$ cat src/hdl/sbt_pkg.sv
package sbt_pkg;

	localparam int FIELD_POS_BITS  = 20;
	localparam int FIELD_LINE_BITS = 16;
	localparam int KIND_BITS       = 5;
	localparam int MAX_TOKENS      = 4;
	localparam int COUNT_BITS      = $clog2(MAX_TOKENS + 1);
	localparam int QUEUE_DEPTH     = 4;
	localparam int WIDE_BITS       = 33;

	localparam logic [FIELD_POS_BITS-1:0]  FIELD_POS_MAX  = '1;
	localparam logic [FIELD_LINE_BITS-1:0] FIELD_LINE_MAX = '1;

	// lexer modes
	typedef enum logic [3:0] {
		M_IDLE, M_BANG, M_EQUAL, M_GREATER, M_LESS, M_SLASH, M_COMMENT,
		M_STRING, M_NUMBER, M_NUMDOT, M_FRACTION, M_IDENT
	} mode_t;

	// token kinds
	localparam logic [KIND_BITS-1:0] K_LPAREN        = 5'd0;
	localparam logic [KIND_BITS-1:0] K_RPAREN        = 5'd1;
	localparam logic [KIND_BITS-1:0] K_LBRACE        = 5'd2;
	localparam logic [KIND_BITS-1:0] K_RBRACE        = 5'd3;
	localparam logic [KIND_BITS-1:0] K_COMMA         = 5'd4;
	localparam logic [KIND_BITS-1:0] K_DOT           = 5'd5;
	localparam logic [KIND_BITS-1:0] K_MINUS         = 5'd6;
	localparam logic [KIND_BITS-1:0] K_PLUS          = 5'd7;
	localparam logic [KIND_BITS-1:0] K_SEMICOLON     = 5'd8;
	localparam logic [KIND_BITS-1:0] K_SLASH         = 5'd9;
	localparam logic [KIND_BITS-1:0] K_STAR          = 5'd10;
	localparam logic [KIND_BITS-1:0] K_BANG          = 5'd11;
	localparam logic [KIND_BITS-1:0] K_EQUAL         = 5'd13;
	localparam logic [KIND_BITS-1:0] K_GREATER       = 5'd15;
	localparam logic [KIND_BITS-1:0] K_LESS          = 5'd17;
	localparam logic [KIND_BITS-1:0] K_IDENT         = 5'd19;
	localparam logic [KIND_BITS-1:0] K_STRING        = 5'd20;
	localparam logic [KIND_BITS-1:0] K_NUMBER        = 5'd21;
	localparam logic [KIND_BITS-1:0] K_END           = 5'd22;
	localparam logic [KIND_BITS-1:0] K_BADCHAR       = 5'd23;
	localparam logic [KIND_BITS-1:0] K_UNTERM        = 5'd24;
	localparam logic [KIND_BITS-1:0] K_PAIR_STEP     = 5'd1;

	// source characters
	localparam logic [7:0] CH_LPAREN  = 8'h28;
	localparam logic [7:0] CH_RPAREN  = 8'h29;
	localparam logic [7:0] CH_LBRACE  = 8'h7B;
	localparam logic [7:0] CH_RBRACE  = 8'h7D;
	localparam logic [7:0] CH_COMMA   = 8'h2C;
	localparam logic [7:0] CH_DOT     = 8'h2E;
	localparam logic [7:0] CH_MINUS   = 8'h2D;
	localparam logic [7:0] CH_PLUS    = 8'h2B;
	localparam logic [7:0] CH_SEMI    = 8'h3B;
	localparam logic [7:0] CH_STAR    = 8'h2A;
	localparam logic [7:0] CH_BANG    = 8'h21;
	localparam logic [7:0] CH_EQUAL   = 8'h3D;
	localparam logic [7:0] CH_GREATER = 8'h3E;
	localparam logic [7:0] CH_LESS    = 8'h3C;
	localparam logic [7:0] CH_SLASH   = 8'h2F;
	localparam logic [7:0] CH_SPACE   = 8'h20;
	localparam logic [7:0] CH_CR      = 8'h0D;
	localparam logic [7:0] CH_TAB     = 8'h09;
	localparam logic [7:0] CH_NL      = 8'h0A;
	localparam logic [7:0] CH_QUOTE   = 8'h22;
	localparam logic [7:0] CH_UNDER   = 8'h5F;

	typedef struct packed {
		logic [7:0] source_byte;
		logic       final_byte;
	} src_item_t;

	typedef struct packed {
		logic [KIND_BITS-1:0]       token_kind;
		logic [FIELD_POS_BITS-1:0]  token_start;
		logic [FIELD_POS_BITS-1:0]  token_length;
		logic [FIELD_LINE_BITS-1:0] token_line;
		logic                       run_end;
	} tok_item_t;

	// all tokens one byte causes, in order
	typedef struct packed {
		logic [COUNT_BITS-1:0]           count;
		tok_item_t [MAX_TOKENS-1:0]      tok;
	} tok_bundle_t;

	typedef struct packed {
		logic full;
		logic not_empty;
	} q_status_t;

	function automatic logic is_digit(input logic [7:0] c);
		return (c >= 8'h30) && (c <= 8'h39);
	endfunction

	function automatic logic is_alpha(input logic [7:0] c);
		return ((c >= 8'h61) && (c <= 8'h7A)) || ((c >= 8'h41) && (c <= 8'h5A))
			|| (c == CH_UNDER);
	endfunction

	function automatic logic [FIELD_POS_BITS-1:0] clip_pos(input logic [WIDE_BITS-1:0] v);
		return (v > WIDE_BITS'(FIELD_POS_MAX)) ? FIELD_POS_MAX : v[FIELD_POS_BITS-1:0];
	endfunction

	function automatic logic [FIELD_LINE_BITS-1:0] clip_line(input logic [31:0] v);
		return (v > 32'(FIELD_LINE_MAX)) ? FIELD_LINE_MAX : v[FIELD_LINE_BITS-1:0];
	endfunction

	function automatic logic [WIDE_BITS-1:0] sub_sat(input logic [WIDE_BITS-1:0] a,
			input logic [WIDE_BITS-1:0] b);
		return (a > b) ? a - b : '0;
	endfunction

	function automatic logic [KIND_BITS-1:0] op_kind(input mode_t m);
		logic [KIND_BITS-1:0] k;
		unique case (m)
			M_BANG:    k = K_BANG;
			M_EQUAL:   k = K_EQUAL;
			M_GREATER: k = K_GREATER;
			default:   k = K_LESS;
		endcase
		return k;
	endfunction

	// single-character punctuation: {hit, kind}
	function automatic logic [KIND_BITS:0] punct_lookup(input logic [7:0] c);
		logic [KIND_BITS:0] r;
		unique case (c)
			CH_LPAREN: r = {1'b1, K_LPAREN};
			CH_RPAREN: r = {1'b1, K_RPAREN};
			CH_LBRACE: r = {1'b1, K_LBRACE};
			CH_RBRACE: r = {1'b1, K_RBRACE};
			CH_COMMA:  r = {1'b1, K_COMMA};
			CH_DOT:    r = {1'b1, K_DOT};
			CH_MINUS:  r = {1'b1, K_MINUS};
			CH_PLUS:   r = {1'b1, K_PLUS};
			CH_SEMI:   r = {1'b1, K_SEMICOLON};
			CH_STAR:   r = {1'b1, K_STAR};
			default:   r = '0;
		endcase
		return r;
	endfunction

endpackage

$ cat src/hdl/sbt_front.sv
module sbt_front #(
	parameter int POSITION_BITS = 20,
	parameter int LINE_BITS     = 16
) (
	input  logic               clk,
	input  logic               arst_n,
	input  logic               src_valid,
	output logic               src_stall,
	input  sbt_pkg::src_item_t src_item,
	input  sbt_pkg::q_status_t q_stat,
	output logic               push,
	output sbt_pkg::tok_bundle_t bundle
);
	import sbt_pkg::*;

	typedef struct packed {
		logic [1:0] n;
		tok_item_t  t0;
		tok_item_t  t1;
	} close_t;

	mode_t                    mode_q, mode_d;
	logic [POSITION_BITS-1:0] pos_q, pos_d;
	logic [POSITION_BITS-1:0] begin_q, begin_d;
	logic [LINE_BITS-1:0]     line_q, line_d;
	logic                     accept;

	function automatic tok_item_t mk(input logic [KIND_BITS-1:0] k,
			input logic [WIDE_BITS-1:0] s, input logic [WIDE_BITS-1:0] l,
			input logic [LINE_BITS-1:0] ln);
		tok_item_t r;
		r.token_kind   = k;
		r.token_start  = clip_pos(s);
		r.token_length = clip_pos(l);
		r.token_line   = clip_line(32'(ln));
		r.run_end      = 1'b0;
		return r;
	endfunction

	function automatic logic [LINE_BITS-1:0] line_inc(input logic [LINE_BITS-1:0] ln);
		return (ln != '1) ? ln + 1'b1 : ln;
	endfunction

	// tokens a pending mode yields when its text ends just before offset e
	function automatic close_t close_tokens(input mode_t m, input logic [POSITION_BITS-1:0] b,
			input logic [POSITION_BITS-1:0] e, input logic [LINE_BITS-1:0] ln);
		close_t                   r;
		logic [POSITION_BITS:0]   b1;
		logic [POSITION_BITS-1:0] dp;
		r  = '0;
		b1 = {1'b0, b} + 1'b1;
		dp = (e != '0) ? e - 1'b1 : '0;
		unique case (m)
			M_BANG, M_EQUAL, M_GREATER, M_LESS: begin
				r.n  = 2'd1;
				r.t0 = mk(op_kind(m), WIDE_BITS'(b), WIDE_BITS'(1), ln);
			end
			M_SLASH: begin
				r.n  = 2'd1;
				r.t0 = mk(K_SLASH, WIDE_BITS'(b), WIDE_BITS'(1), ln);
			end
			M_STRING: begin
				r.n  = 2'd1;
				r.t0 = mk(K_UNTERM, WIDE_BITS'(b1),
					sub_sat(WIDE_BITS'(e), WIDE_BITS'(b1)), ln);
			end
			M_NUMBER, M_FRACTION: begin
				r.n  = 2'd1;
				r.t0 = mk(K_NUMBER, WIDE_BITS'(b), sub_sat(WIDE_BITS'(e), WIDE_BITS'(b)), ln);
			end
			M_NUMDOT: begin
				r.n  = 2'd2;
				r.t0 = mk(K_NUMBER, WIDE_BITS'(b), sub_sat(WIDE_BITS'(dp), WIDE_BITS'(b)), ln);
				r.t1 = mk(K_DOT, WIDE_BITS'(dp), WIDE_BITS'(1), ln);
			end
			M_IDENT: begin
				r.n  = 2'd1;
				r.t0 = mk(K_IDENT, WIDE_BITS'(b), sub_sat(WIDE_BITS'(e), WIDE_BITS'(b)), ln);
			end
			default: begin
				r.n = 2'd0;
			end
		endcase
		return r;
	endfunction

	// accept a byte whenever the queue has room for its tokens
	assign src_stall = q_stat.full;
	assign accept    = src_valid && !src_stall;
	assign push      = accept && (bundle.count != '0);

	// classify one byte: close, start, and end-of-source tokens in order
	always_comb begin
		logic [7:0]               c;
		logic                     fin;
		logic                     done;
		logic                     close_now;
		logic [KIND_BITS:0]       pk;
		mode_t                    m;
		logic [POSITION_BITS-1:0] b;
		logic [POSITION_BITS-1:0] p;
		logic [POSITION_BITS-1:0] pn;
		logic [POSITION_BITS:0]   b1;
		logic [LINE_BITS-1:0]     ln;
		logic [COUNT_BITS-1:0]    n;
		tok_item_t [MAX_TOKENS-1:0] tk;
		close_t                   cl;

		c         = src_item.source_byte;
		fin       = src_item.final_byte;
		m         = mode_q;
		b         = begin_q;
		p         = pos_q;
		ln        = line_q;
		b1        = {1'b0, begin_q} + 1'b1;
		n         = '0;
		tk        = '0;
		done      = 1'b0;
		close_now = 1'b0;
		pk        = '0;
		cl        = '0;

		// continue the pending token
		unique case (m)
			M_BANG, M_EQUAL, M_GREATER, M_LESS: begin
				if (c == CH_EQUAL) begin
					tk[n[1:0]] = mk(op_kind(m) + K_PAIR_STEP, WIDE_BITS'(b),
						WIDE_BITS'(2), ln);
					n    = n + 1'b1;
					m    = M_IDLE;
					done = 1'b1;
				end else begin
					close_now = 1'b1;
				end
			end
			M_SLASH: begin
				if (c == CH_SLASH) begin
					m    = M_COMMENT;
					done = 1'b1;
				end else begin
					close_now = 1'b1;
				end
			end
			M_COMMENT: begin
				if (c == CH_NL) m = M_IDLE;
				else done = 1'b1;
			end
			M_STRING: begin
				if (c == CH_QUOTE) begin
					tk[n[1:0]] = mk(K_STRING, WIDE_BITS'(b1),
						sub_sat(WIDE_BITS'(p), WIDE_BITS'(b1)), ln);
					n = n + 1'b1;
					m = M_IDLE;
				end else if (c == CH_NL) begin
					ln = line_inc(ln);
				end
				done = 1'b1;
			end
			M_NUMBER: begin
				if (is_digit(c)) begin
					done = 1'b1;
				end else if (c == CH_DOT) begin
					m    = M_NUMDOT;
					done = 1'b1;
				end else begin
					close_now = 1'b1;
				end
			end
			M_NUMDOT: begin
				if (is_digit(c)) begin
					m    = M_FRACTION;
					done = 1'b1;
				end else begin
					close_now = 1'b1;
				end
			end
			M_FRACTION: begin
				if (is_digit(c)) done = 1'b1;
				else close_now = 1'b1;
			end
			M_IDENT: begin
				if (is_alpha(c) || is_digit(c)) done = 1'b1;
				else close_now = 1'b1;
			end
			default: begin
				m = M_IDLE;
			end
		endcase

		// flush the token this byte ends
		if (close_now) begin
			cl = close_tokens(m, b, p, ln);
			if (cl.n != 2'd0) begin
				tk[n[1:0]] = cl.t0;
				n = n + 1'b1;
			end
			if (cl.n == 2'd2) begin
				tk[n[1:0]] = cl.t1;
				n = n + 1'b1;
			end
			m = M_IDLE;
		end

		// start a fresh token with this byte
		if (!done) begin
			b  = p;
			pk = punct_lookup(c);
			if (pk[KIND_BITS]) begin
				tk[n[1:0]] = mk(pk[KIND_BITS-1:0], WIDE_BITS'(p), WIDE_BITS'(1), ln);
				n = n + 1'b1;
			end else begin
				priority if (c == CH_BANG) m = M_BANG;
				else if (c == CH_EQUAL) m = M_EQUAL;
				else if (c == CH_GREATER) m = M_GREATER;
				else if (c == CH_LESS) m = M_LESS;
				else if (c == CH_SLASH) m = M_SLASH;
				else if (c == CH_SPACE || c == CH_CR || c == CH_TAB) m = m;
				else if (c == CH_NL) ln = line_inc(ln);
				else if (c == CH_QUOTE) m = M_STRING;
				else if (is_digit(c)) m = M_NUMBER;
				else if (is_alpha(c)) m = M_IDENT;
				else begin
					tk[n[1:0]] = mk(K_BADCHAR, WIDE_BITS'(p), WIDE_BITS'(1), ln);
					n = n + 1'b1;
				end
			end
		end

		// advance the position, holding at the top
		pn = (p != '1) ? p + 1'b1 : p;

		// end of source: flush, add end token, return to reset values
		if (fin) begin
			cl = close_tokens(m, b, pn, ln);
			if (cl.n != 2'd0) begin
				tk[n[1:0]] = cl.t0;
				n = n + 1'b1;
			end
			if (cl.n == 2'd2) begin
				tk[n[1:0]] = cl.t1;
				n = n + 1'b1;
			end
			tk[n[1:0]] = mk(K_END, WIDE_BITS'(pn), WIDE_BITS'(0), ln);
			n  = n + 1'b1;
			m  = M_IDLE;
			pn = '0;
			b  = '0;
			ln = LINE_BITS'(1);
		end

		mode_d       = m;
		pos_d        = pn;
		begin_d      = b;
		line_d       = ln;
		bundle.count = n;
		bundle.tok   = tk;
	end

	// update scanner state on each accepted item
	always_ff @(posedge clk or negedge arst_n) begin
		if (!arst_n) begin
			mode_q  <= M_IDLE;
			pos_q   <= '0;
			begin_q <= '0;
			line_q  <= LINE_BITS'(1);
		end else if (accept) begin
			mode_q  <= mode_d;
			pos_q   <= pos_d;
			begin_q <= begin_d;
			line_q  <= line_d;
		end
	end

endmodule

$ cat src/hdl/sbt_queue.sv
module sbt_queue (
	input  logic                 clk,
	input  logic                 arst_n,
	input  logic                 push,
	input  sbt_pkg::tok_bundle_t wr_bundle,
	input  logic                 pop,
	output sbt_pkg::tok_bundle_t head,
	output sbt_pkg::q_status_t   q_stat
);
	import sbt_pkg::*;

	localparam int PTR_BITS = $clog2(QUEUE_DEPTH);
	localparam int CNT_BITS = $clog2(QUEUE_DEPTH + 1);

	tok_bundle_t         mem_q [QUEUE_DEPTH];
	logic [PTR_BITS-1:0] wr_ptr_q;
	logic [PTR_BITS-1:0] rd_ptr_q;
	logic [CNT_BITS-1:0] count_q;

	function automatic logic [PTR_BITS-1:0] next_ptr(input logic [PTR_BITS-1:0] p);
		return (p == PTR_BITS'(QUEUE_DEPTH - 1)) ? '0 : p + 1'b1;
	endfunction

	assign head             = mem_q[rd_ptr_q];
	assign q_stat.full      = (count_q == CNT_BITS'(QUEUE_DEPTH));
	assign q_stat.not_empty = (count_q != '0);

	// store bundles
	always_ff @(posedge clk) begin
		if (push) mem_q[wr_ptr_q] <= wr_bundle;
	end

	// advance pointers and occupancy
	always_ff @(posedge clk or negedge arst_n) begin
		if (!arst_n) begin
			wr_ptr_q <= '0;
			rd_ptr_q <= '0;
			count_q  <= '0;
		end else begin
			if (push) wr_ptr_q <= next_ptr(wr_ptr_q);
			if (pop) rd_ptr_q <= next_ptr(rd_ptr_q);
			if (push && !pop) count_q <= count_q + 1'b1;
			else if (pop && !push) count_q <= count_q - 1'b1;
		end
	end

endmodule

$ cat src/hdl/sbt_back.sv
module sbt_back (
	input  logic                 clk,
	input  logic                 arst_n,
	input  sbt_pkg::tok_bundle_t head,
	input  sbt_pkg::q_status_t   q_stat,
	output logic                 pop,
	output logic                 tok_valid,
	input  logic                 tok_stall,
	output sbt_pkg::tok_item_t   tok_item
);
	import sbt_pkg::*;

	localparam int IDX_BITS = $clog2(MAX_TOKENS);

	logic [IDX_BITS-1:0] idx_q;
	logic                last;
	logic                take;

	// walk the head bundle one token per cycle while tok_stall is low
	assign last      = (COUNT_BITS'(idx_q) == head.count - 1'b1);
	assign tok_valid = q_stat.not_empty;
	assign take      = tok_valid && !tok_stall;
	assign pop       = take && last;

	always_comb begin
		tok_item         = head.tok[idx_q];
		tok_item.run_end = last;
	end

	// step the token index, rewind on the last one
	always_ff @(posedge clk or negedge arst_n) begin
		if (!arst_n) begin
			idx_q <= '0;
		end else if (take) begin
			idx_q <= last ? '0 : idx_q + 1'b1;
		end
	end

endmodule

$ cat src/hdl/source_byte_tokenizer.sv
// Channel   Direction  Handshake             Payload
// src       in         src_valid/src_stall   source_byte, final_byte
// tok       out        tok_valid/tok_stall   kind, start, length, line, run_end
//
// One source byte is taken per cycle while the token queue has room.
// Each byte yields zero to four tokens; they leave one per cycle while
// tok_stall is low, so output port bandwidth sets the rate when bytes
// produce more than one each; tokens are registered in the token queue.
// Reset (arst_n low) returns the scanner to an empty source at line one.
// tok_stall holds the current token; src_stall rises only when the
// four-entry token queue is full.
module source_byte_tokenizer #(
	parameter int POSITION_BITS = 20,
	parameter int LINE_BITS     = 16
) (
	input  logic               clk,
	input  logic               arst_n,
	input  logic               src_valid,
	output logic               src_stall,
	input  sbt_pkg::src_item_t src_item,
	output logic               tok_valid,
	input  logic               tok_stall,
	output sbt_pkg::tok_item_t tok_item
);
	import sbt_pkg::*;

	tok_bundle_t wr_bundle;
	tok_bundle_t head;
	q_status_t   q_stat;
	logic        push;
	logic        pop;

	sbt_front #(
		.POSITION_BITS(POSITION_BITS),
		.LINE_BITS    (LINE_BITS)
	) u_front (
		.clk      (clk),
		.arst_n   (arst_n),
		.src_valid(src_valid),
		.src_stall(src_stall),
		.src_item (src_item),
		.q_stat   (q_stat),
		.push     (push),
		.bundle   (wr_bundle)
	);

	sbt_queue u_queue (
		.clk      (clk),
		.arst_n   (arst_n),
		.push     (push),
		.wr_bundle(wr_bundle),
		.pop      (pop),
		.head     (head),
		.q_stat   (q_stat)
	);

	sbt_back u_back (
		.clk      (clk),
		.arst_n   (arst_n),
		.head     (head),
		.q_stat   (q_stat),
		.pop      (pop),
		.tok_valid(tok_valid),
		.tok_stall(tok_stall),
		.tok_item (tok_item)
	);

endmodule

$ cat config.mk
export PLATFORM = sky130hd
export DESIGN_NAME = source_byte_tokenizer
export DESIGN_NICKNAME = d
export VERILOG_FILES = /design/src/hdl/sbt_pkg.sv /design/src/hdl/sbt_front.sv /design/src/hdl/sbt_queue.sv /design/src/hdl/sbt_back.sv /design/src/hdl/source_byte_tokenizer.sv
export SDC_FILE = /design/constraint.sdc
export NUM_CORES = 2
export LEC_CHECK = 0
export ABC_AREA = 1
export BUFFER_PORTS_ARGS = -buffer_cell sky130_fd_sc_hd__buf_2
export CAP_MARGIN = 30
export CORE_ASPECT_RATIO = 2
export CORE_MARGIN = 3
export CORE_UTILIZATION = 35
export CTS_CLUSTER_SIZE = 16
export DETAILED_ROUTE_END_ITERATION = 12
export PLACE_DENSITY_LB_ADDON = 0.1
export SYNTH_ARGS = -nofsm -noshare
export SYNTH_HDL_FRONTEND = slang
export SYNTH_SLANG_ARGS = --single-unit
$ cat constraint.sdc
create_clock -name clk -period 18.01 [get_ports clk]
set_input_delay 0.9005 -clock clk [delete_from_list [all_inputs] [get_ports clk]]
set_output_delay 0.9005 -clock clk [all_outputs]
set_load 0.02 [all_outputs]
* Word-level counts from Yosys, hierarchy flattened *
Memories as Yosys holds them, arrays and structs flattened.
Index checks and enable logic that the tools add are counted.

word-level totals
  bits in registers = 69
  memory bits (writable) = 1004
  word-level logic and storage cells = 336
  memories = 1

cells by class
  add/sub/neg operators = 26
  magnitude comparators = 33
  equality and inequality tests = 61
  multiplexer cells = 167
  reductions and logical operators = 40

memory list
  name           depth  bits a word  rd ports  clocked after memory_dff  wr ports  RTL line         RTL
  u_queue.mem_q  4      251          1         0                         1         sbt_queue.sv:15  tok_bundle_t mem_q [QUEUE_DEPTH];

operators by type and width
  operator               number
  $mux 248               21
  $bwmux 248             7
  $mux 62                13
  $demux 62 s2           6
  $pmux 62 s6            2
  $mux 20                14
  $mux 16                15
  $gt 33x20->1 const B   6
  $mux 33                6
  $bmux 62 s2            1
  $pmux 62 s2            1
  $eq 8x6->1 const B     15
  $mux 60                2
  $mux 4                 21
  $sub 20x20->21         4
  $gt 20x20->1           4
  $mux 3                 23
  $pmux 6 s10            1
  $eq 4x4->1 const B     12
  $pmux 5 s3             3
  $sub 20x21->22         2
  $add 20x1->21 const B  2
  $gt 20x21->1           2
  $gt 21x20->1 const B   2
  41 further kinds       142

* Logic depth before layout (Yosys ltp) *
  word-level depth = 41
  depth in mapped cells = 44
  gate-level depth less buffers = 43

* Hierarchy *
Synthesis repeated with hierarchy kept, for this count alone.

second synthesis, totals
  cell total of the unflattened synthesis = 7745
  area total of the unflattened synthesis = 65381.5 um^2

modules (own cells, without submodules)
  module     instances  cells each  area each (um^2)
  sbt_queue  1          2980        39885.8
  sbt_front  1          4385        23525.1
  sbt_back   1          380         1970.6

* Least setup slack after synthesis *
Ideal clock, no wire load.

  path type = input to register
  from = in src_item[4] (netlist name)
  to = mem u_queue.mem_q[0][100] (netlist name), enable pin
  setup time = 0.859 ns
  data arrival time = 15.462 ns
  data required time = 17.151 ns
  setup slack = 1.689 ns
  stages on the path = 35
  buffers on the path = 1
  path through = nand2_1 > inv_2 > nand2_2 > nor2_4 > inv_2 > nand2_1 > nand2_1 > inv_1 > nand2_1 > clkinv_1 > nand3_2 > clkinv_2 > nor2_1 > inv_1 > o21ai_0 > inv_1 > ha_1 > or2_1 > o21a_1 > inv_1 > ha_1 > inv_1 > o21ai_0 > ha_1 > inv_1 > nor2_1 > inv_1 > buf_2 > nand2_1 > xor2_1 > xnor2_1 > nand2_1 > nand3_1 > nand2_2 > nor2_1

on the way
  longest elaborated chain between the ends = 39
  elaborated cells between the ends (all ways) = 137
  classes of those cells = 6 x add/sub; 6 x order compare; 43 x eq/ne; 68 x mux; 14 x reduce/logical

ends and longest elaborated chain
  item                                         RTL line                            RTL
  start, declared                              source_byte_tokenizer.sv:20         input sbt_pkg::src_item_t src_item,
  $ge 8x6->1, or another cell as far along     sbt_pkg.sv:92                       return (c >= 8'h30) && (c <= 8'h39);
  $logic_and 1x1->1 or $mux 4 (tied branches)  sbt_pkg.sv:92, sbt_front.sv:162
  $mux 4, on equally long branches             sbt_front.sv:170, sbt_front.sv:160
  $pmux 4 s7                                   sbt_front.sv:124                    unique case (m)
  $eq 4x1->1, or another cell as far along     sbt_front.sv:53                     unique case (m)
  $reduce_or 9->1 (no line)                    --
  $pmux 2 s2                                   sbt_front.sv:53
  $mux 2                                       sbt_front.sv:191                    if (close_now) begin
  [23 not listed]                              --
  $mux 3                                       sbt_front.sv:239                    if (cl.n == 2'd2) begin
  $mux 3                                       sbt_front.sv:233                    if (fin) begin
  $add 3x1->3                                  sbt_front.sv:244                    n = n + 1'b1;
  $mux 3 *                                     sbt_front.sv:233
  $reduce_bool 3->1 *                          sbt_front.sv:90                     assign push = accept && (bundle.count != '0);
  $logic_and 1x1->1 *                          sbt_front.sv:90
  $mux 1 *                                     sbt_queue.sv:30                     if (push) mem_q[wr_ptr_q] <= wr_bundle;
  $mux 1 (not written as such) *               sbt_queue.sv:30
  end, declared                                sbt_queue.sv:15

Mark *: on every way between the ends. The rest lies on a longest branch, timed or not. The select of a mux whose other input is x is not followed.

* Worst setup path in the final report *
  from = reg u_front.mode_q[0]
  to = mem u_queue.mem_q[3][159] (netlist name), enable pin

on the way
  longest elaborated chain between the ends = 38
  elaborated cells between the ends (all ways) = 99
  classes of those cells = 6 x add/sub; 33 x eq/ne; 51 x mux; 9 x reduce/logical

ends and longest elaborated chain
  item                                           RTL line          RTL
  start, declared                                sbt_front.sv:22   mode_t mode_q, mode_d;
  start signal, assigned                         sbt_front.sv:267  mode_q <= mode_d;
  $eq 4x3->1, or another cell as far along       sbt_front.sv:124
  $reduce_or 4->1, or another cell as far along  sbt_front.sv:124
  $pmux 4 s7                                     sbt_front.sv:124
  $eq 4x1->1, or another cell as far along       sbt_front.sv:53
  $reduce_or 9->1 (no line)                      --
  $pmux 2 s2                                     sbt_front.sv:53
  $mux 2                                         sbt_front.sv:191
  $reduce_bool 2->1                              sbt_front.sv:193  if (cl.n != 2'd0) begin
  [22 not listed]                                --
  $mux 3                                         sbt_front.sv:239
  $mux 3                                         sbt_front.sv:233
  $add 3x1->3                                    sbt_front.sv:244
  $mux 3 *                                       sbt_front.sv:233
  $reduce_bool 3->1 *                            sbt_front.sv:90
  $logic_and 1x1->1 *                            sbt_front.sv:90
  $mux 1 *                                       sbt_queue.sv:30
  $mux 1 (not written as such) *                 sbt_queue.sv:30

Marked as above.

==> impl_metrics.ini <==
[outcome]
outcome = complete, no violations

[place]
dp_slack_ns = 8.15
portBuffers = 76
post-dp-hpwl_um = 211000
gp_congestion = 1.03

[global_routing]
grt_busiest_layer = met2
met1_usage_pct = 34.4
overflow = 0
grt_usage_pct = 32.1
use_met2_pct = 55.4
grt_pass1_vias = 53500
antenna_found_initial = 11
grt_start_max_net_pins = 154
grt_first_pass_wirelength_um = 411000
use_met3_pct = 4.23

[timing]
slew_headroom_pct = 23.7
timing.fmax_mhz = 108
fin_ws_ns = 8.78
report.final.slew_viol_count = 0
fin_crit_sh_pct = 51.3
rsz0062_at_grt = false
finalClockSkew_ns = 0.0529
setup_violations = 0
fin_crit_ns = 9.23
setup_tns_ns = 0
tightestPinTransition_ns = 1.14
hold_viol = 0

[die]
rows = 216
start_util_pct = 35.4
die_y_um = 599
die_w_um = 302
ios = 77
dieArea_um2 = 181000
core-area_um2 = 174000

[routing]
wire_per_inst_um = 31.9
vias_per_cell = 5.84
route.vias.total = 54200
drc = 0
drtPass1Iterations = 8
first_iter_violations = 4740
ant_nets = 0
routed_wirelength_um = 296000

[clock_network]
clock-root-buffer = clkbuf_16
clk_pin_slew_ns = 0.08
cts.sink_count = 1057
htreeDepth = 3
clk_latency_ns = 0.73
hold_buffers = 0
ctsResizeCount = 0
postCtsSetupBuffers = 0
clock_path_buffers = 3
cts_buffers = 96
tritoncts = done

[synthesis]
synth-edff-count = 988
synthCells = 6982
synth_sequential_area_ratio_pct = 51.1
postSynthAreaPerCell_um2 = 8.80
ys_ff_latch = 1057
ys.flop_type = edfxtp_1
synth_cell_types = 75
yosysTopAreaCellShare_pct = 48.3
synth.net_count = 7157
yosysTopAreaCell = edfxtp_1
yosys_warnings = 0
synth_area_leaders = edfxtp_1 48%, nand2_1 7.1%, o21ai_0 6.9%
syn_area_um2 = 61400
async_flop_share_pct = 6.53

[worst_setup_path]
crit_path_start = u_front.mode_q[0]
arrival_ns = 9.57
critPathMaxStageDelay_ns = 0.86
path_common_cell = nand2_1
worstReg2RegStart = u_front.mode_q[0]
cp.required_ns = 18.34
critical-path-slowest-cell = buf_4
critPathCaptureType = flop
path_max_fanout = 90
crit_type = reg2reg
cp-start-kind = flop
worstRegToRegCells = 30

[pwr]
power.density_nw_per_um2 = 203
leakagePower_nw = 26.0
power_mw = 13.8
ir_worst_vdd_mv = 0.119

[cells_and_area]
nets = 7098
postLayoutCoreUtil_pct = 39.0
drive_above_1_share_pct = 8.47
area_delta_synth_final_pct = 10.4

[run]
cap_violations = 0

[min_path]
min_path_type = in2async
[layout make-up]
type,instances,area [um2]
fill,17600,106000
sequential,1057,31400
multi-input combinational,4955,26400
tap,2289,2860
clock buffer,107,2440
inverter,591,2240
timing repair buffer,222,1700
clock inverter,66,732
antenna,4,10.0
[worst paths after layout]
path,end,slack [ns]
worst min-delay path,u_front.begin_q[9],0.11
worst min register to register,u_queue.count_q[0],0.56
min in group clk,u_queue.count_q[0],0.56
worst max register to register,u_queue.mem_q[3][159],8.78
max in group asynchronous,u_back.idx_q[1],16.71
worst max-delay path,u_queue.mem_q[3][159],8.78
[flip-flops by register name, summed over array words and instances, names as in the netlist]
register          count
u_queue.mem_q       988
u_front.begin_q      20
u_front.pos_q        20
u_front.line_q       16
u_front.mode_q        4
u_queue.count_q       3
u_back.idx_q          2
u_queue.rd_ptr_q      2
u_queue.wr_ptr_q      2
[cell usage in the layout (no fill, tap or decap), types with 47 or more instances in the layout]
cell / count
edfxtp_1: 988
xnor2_1: 47
buf_2: 78
ha_1: 155
o22ai_1: 149
nor3_1: 71
o221ai_1: 187
o211ai_1: 95
xor2_1: 115
nand3_1: 387
nor2_1: 914
o21ai_1: 110
a21oi_1: 303
clkbuf_16: 96
dfrtp_1: 64
nand2_1: 1163
inv_1: 528
buf_4: 125
o21ai_0: 838
[kinds of logic (layout without fill, tap and decap cells)]
group           count (synthesis)  count (layout)  share of synthesized area, %
fa+ha+maj                     162             162                          3.38
buf+inv                       970             986                          6.13
other cells                     0               4                             0
mux                             1               1                        0.0163
compound gates               1866            1866                          17.9
simple gates                 2759            2759                          19.1
flops                        1057            1057                          51.1
xor+xnor                      167             167                          2.43
[worst max-delay path: cells and delay by family, from the launching register on]
family / cells / cell delay [ns]
simple gates: 17 / 3.58
buf+inv: 8 / 3.30
compound gates: 2 / 0.65
flops: 1 / 0.47
xor+xnor: 2 / 0.33
fa+ha+maj: 1 / 0.25
[per-stage QoR]
| stage | std cells | hold WS (ns) | cell area [um2] |
|---|---|---|---|
| finish | 9291 | 0.105 | 67800 |
| global route | 9288 | 0.101 | 67800 |
| CTS | 9283 | 0.0808 | 67700 |
| detailed placement | 9110 | 0.544 | 64600 |
| global placement | 9093 | 0.551 | 64300 |
| floorplan | 6982 | 0.492 | 61400 |
[synthesized netlist by cell type, drive strengths merged (2+ instances only)]
| cell type | count |
|---|---|
| xor2 | 120 |
| nor2 | 957 |
| a32oi | 16 |
| o311ai | 5 |
| a221oi | 2 |
| a21boi | 14 |
| o2bb2ai | 3 |
| o211ai | 95 |
| a31oi | 31 |
| and3 | 3 |
| a21oi | 305 |
| o221ai | 187 |
| ha | 155 |
| a22oi | 21 |
| o32ai | 7 |
| a211oi | 8 |
| nor3 | 74 |
| nand4 | 39 |
| clkinv | 22 |
| edfxtp | 988 |
| or2 | 45 |
| a21o | 6 |
| xnor2 | 47 |
| fa | 7 |
| o41ai | 2 |
| nand2 | 1208 |
| a211o | 3 |
| o21bai | 8 |
| buf | 72 |
| inv | 569 |
| o21ai | 970 |
| dfrtp | 68 |
| o22ai | 149 |
| o31ai | 10 |
| nor4 | 29 |
| a32o | 3 |
| o2111ai | 6 |
| nand3 | 399 |
| nor3b | 3 |
| o21a | 11 |
| clkbuf | 307 |
[where the power goes]
| part | leakage, nW | internal (mW) | switching [mW] |
|---|---|---|---|
| sequential | 10.2 | 3.59 | 0.211 |
| clock | 1.53 | 1.16 | 0.960 |
| combinational | 14.3 | 1.98 | 5.89 |
| total | 26.0 | 6.72 | 7.06 |
[per-layer routing]
layer / vias up / wire length (um)
met5: - / 13
met4: 2 / 32100
met3: 786 / 15000
met2: 2070 / 146000
met1: 26900 / 103000
li1: 24500 / -
(Power assumes the default switching activity.)
